==> config.mk <==
export PLATFORM = sky130hd
export DESIGN_NAME = text_console_escape_parser_unit
export DESIGN_NICKNAME = d
export VERILOG_FILES = /design/src/tcep_pkg.sv /design/src/tcep_step.sv /design/src/tcep_outq.sv /design/src/text_console_escape_parser_unit.sv
export VERILOG_INCLUDE_DIRS = /design/src /design/src/src
export SDC_FILE = /design/constraint.sdc
export NUM_CORES = 1
export LEC_CHECK = 0
export ABC_AREA = 0
export BUFFER_PORTS_ARGS = -buffer_cell sky130_fd_sc_hd__buf_2
export CORE_MARGIN = 2
export CORE_UTILIZATION = 55
export DETAILED_ROUTE_END_ITERATION = 12
export PLACE_DENSITY = 0.7
export SYNTH_ARGS = -nofsm -noshare
export SYNTH_HDL_FRONTEND = slang
export SYNTH_SLANG_ARGS = --single-unit
==> constraint.sdc <==
create_clock -name clk -period 6.75 [get_ports clk]
set_input_delay 1.0125 -clock clk [delete_from_list [all_inputs] [get_ports clk]]
set_output_delay 1.0125 -clock clk [all_outputs]
set_load 0.02 [all_outputs]
==> src/assert_macros.svh <==
`ifndef ASSERT_MACROS_SVH
`define ASSERT_MACROS_SVH

// Checks sampled on the rising edge of clk, off while rst_n is low.
`define ASSERT_HOLDS(lbl, prop, msg) \
  lbl: assert property (@(posedge clk) disable iff (!rst_n) (prop)) \
    else $error(msg);

// Same-cycle implication.
`define ASSERT_IMPLY(lbl, ante, cons, msg) \
  lbl: assert property (@(posedge clk) disable iff (!rst_n) (ante) |-> (cons)) \
    else $error(msg);

// Next-cycle implication.
`define ASSERT_NEXT(lbl, ante, cons, msg) \
  lbl: assert property (@(posedge clk) disable iff (!rst_n) (ante) |=> (cons)) \
    else $error(msg);

`endif

==> src/tcep_pkg.sv <==
`default_nettype none

package tcep_pkg;

  localparam int MAX_ARGS   = 8;
  localparam int ARG_IDX_W  = $clog2(MAX_ARGS);
  localparam int ARG_W      = 16;
  localparam int COLS_W     = 13;
  localparam int RES_MAX    = 3;
  localparam int RES_CNT_W  = 2;

  localparam logic [COLS_W-1:0] COLUMNS_RST   = 13'd80;
  localparam logic [3:0]        COLOR_DEFAULT = 4'd8;

  // Console bytes
  localparam logic [7:0] CH_NUL      = 8'h00;
  localparam logic [7:0] CH_BS       = 8'h08;
  localparam logic [7:0] CH_NL       = 8'h0A;
  localparam logic [7:0] CH_ESC      = 8'h1B;
  localparam logic [7:0] CH_SPACE    = 8'h20;
  localparam logic [7:0] CH_DIGIT0   = 8'h30;
  localparam logic [7:0] CH_DIGIT9   = 8'h39;
  localparam logic [7:0] CH_SEMI     = 8'h3B;
  localparam logic [7:0] CH_LBRACKET = 8'h5B;
  localparam logic [7:0] GLYPH_BLINK = 8'd127;

  // Sequence final letters
  localparam logic [7:0] FIN_UP      = 8'h41;
  localparam logic [7:0] FIN_DOWN    = 8'h42;
  localparam logic [7:0] FIN_LEFT    = 8'h43;
  localparam logic [7:0] FIN_RIGHT   = 8'h44;
  localparam logic [7:0] FIN_COL     = 8'h45;
  localparam logic [7:0] FIN_ROW     = 8'h46;
  localparam logic [7:0] FIN_HIDE    = 8'h47;
  localparam logic [7:0] FIN_HOME    = 8'h48;
  localparam logic [7:0] FIN_CLEAR_I = 8'h49;
  localparam logic [7:0] FIN_CLEAR_J = 8'h4A;
  localparam logic [7:0] FIN_FG      = 8'h4D;
  localparam logic [7:0] FIN_BG      = 8'h4E;

  typedef enum logic [1:0] {
    OP_DRAW  = 2'd0,
    OP_CLEAR = 2'd1,
    OP_DONE  = 2'd2
  } op_t;

  typedef enum logic [2:0] {
    PM_GROUND = 3'b001,
    PM_ESC    = 3'b010,
    PM_ARGS   = 3'b100
  } parse_mode_t;

  typedef struct packed {
    logic       func;
    logic [7:0] char_byte;
    logic       last_of_write;
  } item_t;

  typedef struct packed {
    logic [1:0]  op;
    logic [7:0]  glyph;
    logic [15:0] col;
    logic [15:0] row;
    logic [3:0]  fg_code;
    logic [3:0]  bg_code;
    logic        cursor_hidden;
    logic [15:0] bytes_done;
    logic        last;
  } result_t;

  typedef struct packed {
    logic [RES_CNT_W-1:0]        cnt;
    result_t [RES_MAX-1:0]       res;
  } res_set_t;

  typedef struct packed {
    parse_mode_t                   mode;
    logic [MAX_ARGS-1:0][ARG_W-1:0] args;
    logic [ARG_IDX_W-1:0]          arg_idx;
    logic [15:0]                   cursor_x;
    logic [15:0]                   cursor_y;
    logic [3:0]                    fg;
    logic [3:0]                    bg;
    logic                          hide;
    logic                          blink;
    logic                          stopped;
    logic [15:0]                   byte_count;
  } cons_state_t;

endpackage

`default_nettype wire

==> src/tcep_step.sv <==
`default_nettype none

module tcep_step (
  input  tcep_pkg::item_t                  item,
  input  tcep_pkg::cons_state_t            st,
  input  logic [tcep_pkg::COLS_W-1:0]      columns,
  output tcep_pkg::cons_state_t            st_nxt,
  output tcep_pkg::res_set_t               set
);
  import tcep_pkg::*;

  localparam logic [ARG_IDX_W-1:0] LAST_ARG = ARG_IDX_W'(MAX_ARGS - 1);

  logic [7:0]           b;
  logic [ARG_IDX_W-1:0] k;
  logic [ARG_W-1:0]     a0;
  logic [ARG_W-1:0]     a1;
  logic [ARG_W+3:0]     acc;
  logic [15:0]          x1;
  logic                 plain;
  result_t              b0;
  result_t              b1;
  logic [RES_CNT_W-1:0] nb;
  logic [RES_CNT_W-1:0] cnt;

  function automatic result_t mk(input logic [1:0] op, input logic [7:0] g,
                                 input logic [15:0] x, input logic [15:0] y,
                                 input logic [3:0] fg, input logic [3:0] bg,
                                 input logic hid, input logic [15:0] bytes);
    result_t r;
    r.op            = op;
    r.glyph         = g;
    r.col           = x;
    r.row           = y;
    r.fg_code       = fg;
    r.bg_code       = bg;
    r.cursor_hidden = hid;
    r.bytes_done    = bytes;
    r.last          = 1'b0;
    return r;
  endfunction

  assign b   = item.char_byte;
  assign k   = st.arg_idx;
  assign a0  = st.args[0];
  assign a1  = st.args[1];
  assign acc = ({4'b0, st.args[k]} << 3) + ({4'b0, st.args[k]} << 1)
             + {16'b0, b[3:0]};
  assign x1  = st.cursor_x + 16'd1;

  always_comb begin
    st_nxt = st;
    b0     = '0;
    b1     = '0;
    nb     = '0;
    plain  = 1'b0;
    set    = '0;
    cnt    = '0;

    if (item.func) begin
      // blink tick: toggle and draw at the cursor, nothing else moves
      st_nxt.blink = ~st.blink;
      b0 = mk(OP_DRAW, st.blink ? CH_SPACE : GLYPH_BLINK, st.cursor_x, st.cursor_y,
              st.fg, st.bg, st.hide, 16'd0);
      nb = 2'd1;
    end else if (!st.stopped) begin
      if (b == CH_NUL) begin
        st_nxt.stopped = 1'b1;
        st_nxt.mode    = PM_GROUND;
      end else begin
        if (st.byte_count != 16'hFFFF) begin
          st_nxt.byte_count = st.byte_count + 16'd1;
        end
        case (st.mode)
          PM_ESC: begin
            if (b == CH_LBRACKET) begin
              st_nxt.mode    = PM_ARGS;
              st_nxt.args    = '0;
              st_nxt.arg_idx = '0;
            end else begin
              st_nxt.mode = PM_GROUND;
              plain       = 1'b1;
            end
          end
          PM_ARGS: begin
            case (b) inside
              [CH_DIGIT0:CH_DIGIT9]: begin
                st_nxt.args[k] = (acc > 20'hFFFF) ? 16'hFFFF : acc[15:0];
              end
              CH_SEMI: begin
                // past the last slot, keep accumulating into it
                if (k != LAST_ARG) begin
                  st_nxt.arg_idx = k + ARG_IDX_W'(1);
                end
              end
              default: begin
                st_nxt.mode = PM_GROUND;
                case (b)
                  FIN_UP:    st_nxt.cursor_y = st.cursor_y - a0;
                  FIN_DOWN:  st_nxt.cursor_y = st.cursor_y + a0;
                  FIN_LEFT:  st_nxt.cursor_x = st.cursor_x - a0;
                  FIN_RIGHT: st_nxt.cursor_x = st.cursor_x + a0;
                  FIN_COL:   st_nxt.cursor_x = a0;
                  FIN_ROW:   st_nxt.cursor_y = a0;
                  FIN_HIDE:  st_nxt.hide     = (a0 == 16'd0);
                  FIN_HOME: begin
                    st_nxt.cursor_x = a0;
                    st_nxt.cursor_y = a1;
                  end
                  FIN_CLEAR_I, FIN_CLEAR_J: begin
                    b0 = mk(OP_CLEAR, 8'd0, st.cursor_x, st.cursor_y,
                            st.fg, st.bg, st.hide, 16'd0);
                    nb = 2'd1;
                  end
                  FIN_FG: if (a0 <= 16'd8) st_nxt.fg = a0[3:0];
                  FIN_BG: if (a0 <= 16'd8) st_nxt.bg = a0[3:0];
                  default: ;
                endcase
              end
            endcase
          end
          default: begin
            st_nxt.mode = PM_GROUND;
            plain       = 1'b1;
          end
        endcase

        if (plain) begin
          b0 = mk(OP_DRAW, CH_SPACE, st.cursor_x, st.cursor_y,
                  st.fg, st.bg, st.hide, 16'd0);
          case (b)
            CH_NL: begin
              nb              = 2'd1;
              st_nxt.cursor_y = st.cursor_y + 16'd1;
              st_nxt.cursor_x = 16'd0;
            end
            CH_BS: begin
              nb = 2'd2;
              if (st.cursor_x == 16'd0) begin
                st_nxt.cursor_x = 16'(columns) - 16'd1;
                st_nxt.cursor_y = st.cursor_y - 16'd1;
              end else begin
                st_nxt.cursor_x = st.cursor_x - 16'd1;
              end
              b1 = mk(OP_DRAW, CH_SPACE, st_nxt.cursor_x, st_nxt.cursor_y,
                      st.fg, st.bg, st.hide, 16'd0);
            end
            CH_ESC: begin
              st_nxt.mode = PM_ESC;
            end
            default: begin
              nb       = 2'd1;
              b0.glyph = b;
              if (x1 >= 16'(columns)) begin
                st_nxt.cursor_y = st.cursor_y + 16'd1;
                st_nxt.cursor_x = 16'd0;
              end else begin
                st_nxt.cursor_x = x1;
              end
            end
          endcase
        end
      end
    end

    set.res[0] = b0;
    set.res[1] = b1;
    cnt        = nb;

    // end of write: report the count after this byte, then clear write state
    if (!item.func && item.last_of_write) begin
      set.res[nb] = mk(OP_DONE, 8'd0, st_nxt.cursor_x, st_nxt.cursor_y,
                       st_nxt.fg, st_nxt.bg, st_nxt.hide, st_nxt.byte_count);
      cnt               = nb + 2'd1;
      st_nxt.byte_count = 16'd0;
      st_nxt.stopped    = 1'b0;
      st_nxt.mode       = PM_GROUND;
    end

    if (cnt != 2'd0) begin
      set.res[cnt - 2'd1].last = 1'b1;
    end
    set.cnt = cnt;
  end

endmodule

`default_nettype wire

==> src/tcep_outq.sv <==
`default_nettype none

`include "assert_macros.svh"

module tcep_outq (
  input  logic                clk,
  input  logic                rst_n,
  input  logic                load_valid,
  input  tcep_pkg::res_set_t  load_set,
  output logic                load_ready,
  output logic                out_valid,
  input  logic                out_ready,
  output tcep_pkg::result_t   out_data
);
  import tcep_pkg::*;

  result_t [RES_MAX-1:0] buf_r;
  logic [RES_CNT_W-1:0]  rem_r;
  logic                  beat;

  assign out_valid  = (rem_r != 2'd0);
  assign out_data   = buf_r[0];
  assign beat       = out_valid && out_ready;
  // take a new set when empty or while the last pending beat leaves
  assign load_ready = (rem_r == 2'd0) || ((rem_r == 2'd1) && out_ready);

  always_ff @(posedge clk) begin
    if (!rst_n) begin
      rem_r <= '0;
    end else if (load_valid) begin
      rem_r <= load_set.cnt;
    end else if (beat) begin
      rem_r <= rem_r - 2'd1;
    end
  end

  always_ff @(posedge clk) begin
    if (load_valid) begin
      buf_r <= load_set.res;
    end else if (beat) begin
      // advance the queue one beat
      buf_r[0] <= buf_r[1];
      buf_r[1] <= buf_r[2];
    end
  end

  `ASSERT_IMPLY(a_load_when_free, load_valid, load_ready, "result set loaded over pending beats")
  `ASSERT_IMPLY(a_last_on_final, rem_r == 2'd1, out_data.last, "final beat lacks last")
  `ASSERT_IMPLY(a_no_early_last, rem_r == 2'd2 || rem_r == 2'd3, !out_data.last,
                "last raised before final beat")

endmodule

`default_nettype wire

==> src/text_console_escape_parser_unit.sv <==
// An accepted item sits in the input register until it fires: without waiting on the queue
// if it yields no results, else once the output queue can take them; its results then load
// the queue register, from which the first beat is offered.
// Throughput: one item per cycle when it yields at most one result and out_ready stays high;
// an item with more results holds the next one while the queue drains at most one beat a cycle.
// Reset (synchronous, rst_n low): columns 80, cursor 0,0, colors default 8,
// parser in ground, all arguments and counters cleared, both channels empty.
`default_nettype none

`include "assert_macros.svh"

module text_console_escape_parser_unit (
  input  logic                          clk,
  input  logic                          rst_n,
  input  logic                          in_valid,
  output logic                          in_ready,
  input  tcep_pkg::item_t               in_data,
  output logic                          out_valid,
  input  logic                          out_ready,
  output tcep_pkg::result_t             out_data,
  input  logic                          cfg_we,
  input  logic [tcep_pkg::COLS_W-1:0]   cfg_data
);
  import tcep_pkg::*;

  logic [COLS_W-1:0] columns_r;
  item_t             inq_r;
  logic              inq_v_r;
  cons_state_t       st_r;
  cons_state_t       st_nxt;
  res_set_t          set;
  logic              q_ready;
  logic              fire;

  tcep_step u_step (
    .item    (inq_r),
    .st      (st_r),
    .columns (columns_r),
    .st_nxt  (st_nxt),
    .set     (set)
  );

  // an item with no results retires without waiting on the queue
  assign fire     = inq_v_r && ((set.cnt == 2'd0) || q_ready);
  assign in_ready = !inq_v_r || fire;

  tcep_outq u_outq (
    .clk        (clk),
    .rst_n      (rst_n),
    .load_valid (fire && (set.cnt != 2'd0)),
    .load_set   (set),
    .load_ready (q_ready),
    .out_valid  (out_valid),
    .out_ready  (out_ready),
    .out_data   (out_data)
  );

  always_ff @(posedge clk) begin
    if (!rst_n) begin
      columns_r        <= COLUMNS_RST;
      inq_v_r          <= 1'b0;
      st_r.mode        <= PM_GROUND;
      st_r.args        <= '0;
      st_r.arg_idx     <= '0;
      st_r.cursor_x    <= '0;
      st_r.cursor_y    <= '0;
      st_r.fg          <= COLOR_DEFAULT;
      st_r.bg          <= COLOR_DEFAULT;
      st_r.hide        <= 1'b0;
      st_r.blink       <= 1'b0;
      st_r.stopped     <= 1'b0;
      st_r.byte_count  <= '0;
    end else begin
      if (cfg_we) begin
        columns_r <= cfg_data;
      end
      if (in_valid && in_ready) begin
        inq_v_r <= 1'b1;
      end else if (fire) begin
        inq_v_r <= 1'b0;
      end
      if (fire) begin
        st_r <= st_nxt;
      end
    end
  end

  always_ff @(posedge clk) begin
    if (in_valid && in_ready) begin
      inq_r <= in_data;
    end
  end

  `ASSERT_NEXT(a_write_end_clears, fire && !inq_r.func && inq_r.last_of_write,
               st_r.byte_count == 16'd0 && !st_r.stopped, "write state not cleared")
  `ASSERT_IMPLY(a_stopped_ground, st_r.stopped, st_r.mode == PM_GROUND,
                "parser left ground while write stopped")

endmodule

`default_nettype wire

==> qor.txt <==
critical path class = reg -> reg
Lkg Pwr = 9.90 nW
maximum clock insertion buffer count = 3
clk_lat worst skew = 600 ps
Worst Hold Class = reg -> reg
Post-Synthesis Cells = 2,673
Fillers = 3,847
library cells used by synthesis = 101
xor and xnor fraction of the mapped netlist area = 0.0407
syn_area_per_cell = 9.10 µm²
initial DRC count = 2,444
post_cts resized = 0
Post-synth top cells = nor2_1 (283), nand2_1 (228), dfxtp_1 (209), edfxtp_1 (197), o21ai_0 (161)
vias in the first global route = 20,600
Die Height = 214 µm
Pwr Density = 307 nW/µm²
Die Wd = 214 µm
CTS tree = done
Fmax = 0.172 GHz
Detail Placement HPWL = 58,000 µm
Clock Skew = 21.5 ps
Synth Cell Area = 24,300 µm²
compound-gate portion of the synthesized area = 0.242
placed insts = 3,158
Final Max Slew Viols = 0
Post-synth EDFFs = 197
CP Launch Type = flip-flop
main combinational cell family by area after synthesis = compound AO/OA/AOI/OAI gates
Post-Layout Inst Area = 26,300 µm²
synthesized net count = 2,797
Area growth syn-to-layout = 8.09%
final setup fails = 0
total gr overflow = 0
Avg WL per Cell = 25.4 µm
initial antenna violation count = 2
# IOs = 98
CP required = 7280 ps
RSZ-0062 raised after global routing = false
Routed Antenna Nets = 0
cell with the most instances after synthesis = nor2_1
drt drc = 0
synth warn = 0
share of layout cells above drive strength 1 = 0.108
postcts setup bufs = 0
top cells by area in the synthesized netlist = edfxtp_1 (24%), dfxtp_1 (17%), ha_1 (4.7%)
via density per instance = 6.68
Clock Tree Root = clkbuf_16
# port buffers = 97
Critical Path Fanout Max = 18
total CTS buffers = 45
H-tree depth = 2
post-layout min period = 5810 ps
outcome = finished, final reports clean
first-pass GRT wire length = 125,000 µm
post-synth top area cell = edfxtp_1
DIE AREA = 45,900 µm²
simple-gate share of the synthesized area = 0.172
setup_tns = 0 ps
vias = 21,600
final instance count without filler cells = 3,239
Slew HR = 0.269
Synth async-reset ratio = 0
RePlAce Congestion = 1.00
drt first pass iters = 6
Setup crit end kind = flip-flop
nets = 2,737
Hold Vio Cnt, Final = 0
largest net degree at the start of global routing = 150
post-synthesis mux area share = 0.0146
register area share after synthesis = 0.415
CTS clk-pin slew, worst paths = 60 ps
Post-Synth Adder-Cell Area = 0.0506
hold_buf cts = 0
reported max-cap violation count = 0
row count = 77
top_reg_cell synth = dfxtp_1
CTS Sinks = 406
VDD IR max = 274 µV
Initial Util = 0.554
flops & latches, synth = 406
final period utilization = 0.860
dpl cell area = 24,800 µm²
top-area cell type share of the netlist area = 0.243
Slew @ Worst Pin = 1080 ps
Worst EP arrival = 6340 ps
core area = 43,900 µm²
drt total wl = 82,400 µm
GRT Total Usage = 0.350
[worst paths after layout]
kind	slack [ps]	cells after the start	endpoint	start
setup / recovery	940	15	st_r[65]	st_r[59]
hold / removal	460	1	st_r[160]	st_r[160]
setup reg to reg	940	15	st_r[65]	st_r[59]
hold reg to reg	460	1	st_r[160]	st_r[160]
[critical path: stages, from the launching register on]
cell	delay [ps]
dfxtp_1	590
nor2_1	120
and2_1	520
a22oi_1	350
nand4_1	220
fa_1	590
inv_1	70
fa_1	460
nor2b_1	140
o21ai_0	100
a21boi_0	460
o21ai_0	200
a311oi_1	510
a211oi_1	170
o311ai_1	950
a32o_1	290
[placed cells by master (no fill, tap or decap), drive strengths merged, types with 25 or more instances in the layout]
master	synthesis	final
nor2	284	284
nand2	233	233
dfxtp	209	209
edfxtp	197	197
o21ai	168	168
buf	125	159
a21oi	146	146
o2bb2ai	121	121
a22oi	106	106
ha	92	92
xnor2	69	69
nand3	68	68
inv	59	60
clkbuf	141	58
nor3	48	48
xor2	44	44
nand4	36	36
a211oi	33	33
mux2i	32	32
o21a	27	27
o31ai	25	25
[area by class of cell]
cell class	instances	area (µm²)	share of cell area
Multi-Input combinational cell	1942	12700	0.483
Clock buffer	58	1200	0.0458
Tap cell	592	741	0.0282
Clock inverter	21	318	0.0121
Timing Repair Buffer	159	988	0.0376
Inverter	59	223	0.00847
Antenna cell	2	5.00	0.000190
Sequential cell	406	10100	0.384
[metal layers]
| metal | global-route usage | share of wire | vias to the layer above |
|---|---|---|---|
| met5 | 0 | 0 | - |
| met4 | 0.178 | 0.050 | 0 |
| met3 | 0.0587 | 0.094 | 246 |
| met2 | 0.564 | 0.46 | 1182 |
| met1 | 0.454 | 0.39 | 10400 |
| li1 | - | - | 9802 |
[state kept, by name, summed over array words and instances, names as in the netlist]
signal,flops
columns_r,13
inq_r,10
inq_v_r,1
st_r,193
u_outq.buf_r,119
u_outq.out_data,68
u_outq.rem_r,2
[stage by stage]
step           hold WS (ps)  setup slack [ps]  power, mW   util
5_1_grt                 474               521       8.37  0.598
2_1_floorplan           427               779       4.95      -
4_1_cts                 465              1010       8.03  0.598
6_report                460               943       8.07  0.598
3_5_place_dp            447              1040       5.49  0.564
3_3_place_gp            445              1200       5.45  0.564
[kinds of logic after synthesis]
group / after synthesis
DFF: 406
muxes: 35
xor gates and xnor gates: 113
and+or+nand+nor: 862
adders and majority gates: 96
buffers and inverters: 325
AOI/OAI and AO/OA: 836
[power by group]
group          total, mW  internal [mW]  leakage [nW]  switching, mW
registers           3.29           3.08          3.59          0.206
clock network       2.56           1.50         0.735           1.06
logic               2.23          0.671          5.58           1.56
total               8.07           5.25          9.90           2.82
(Power assumes the default switching activity.)
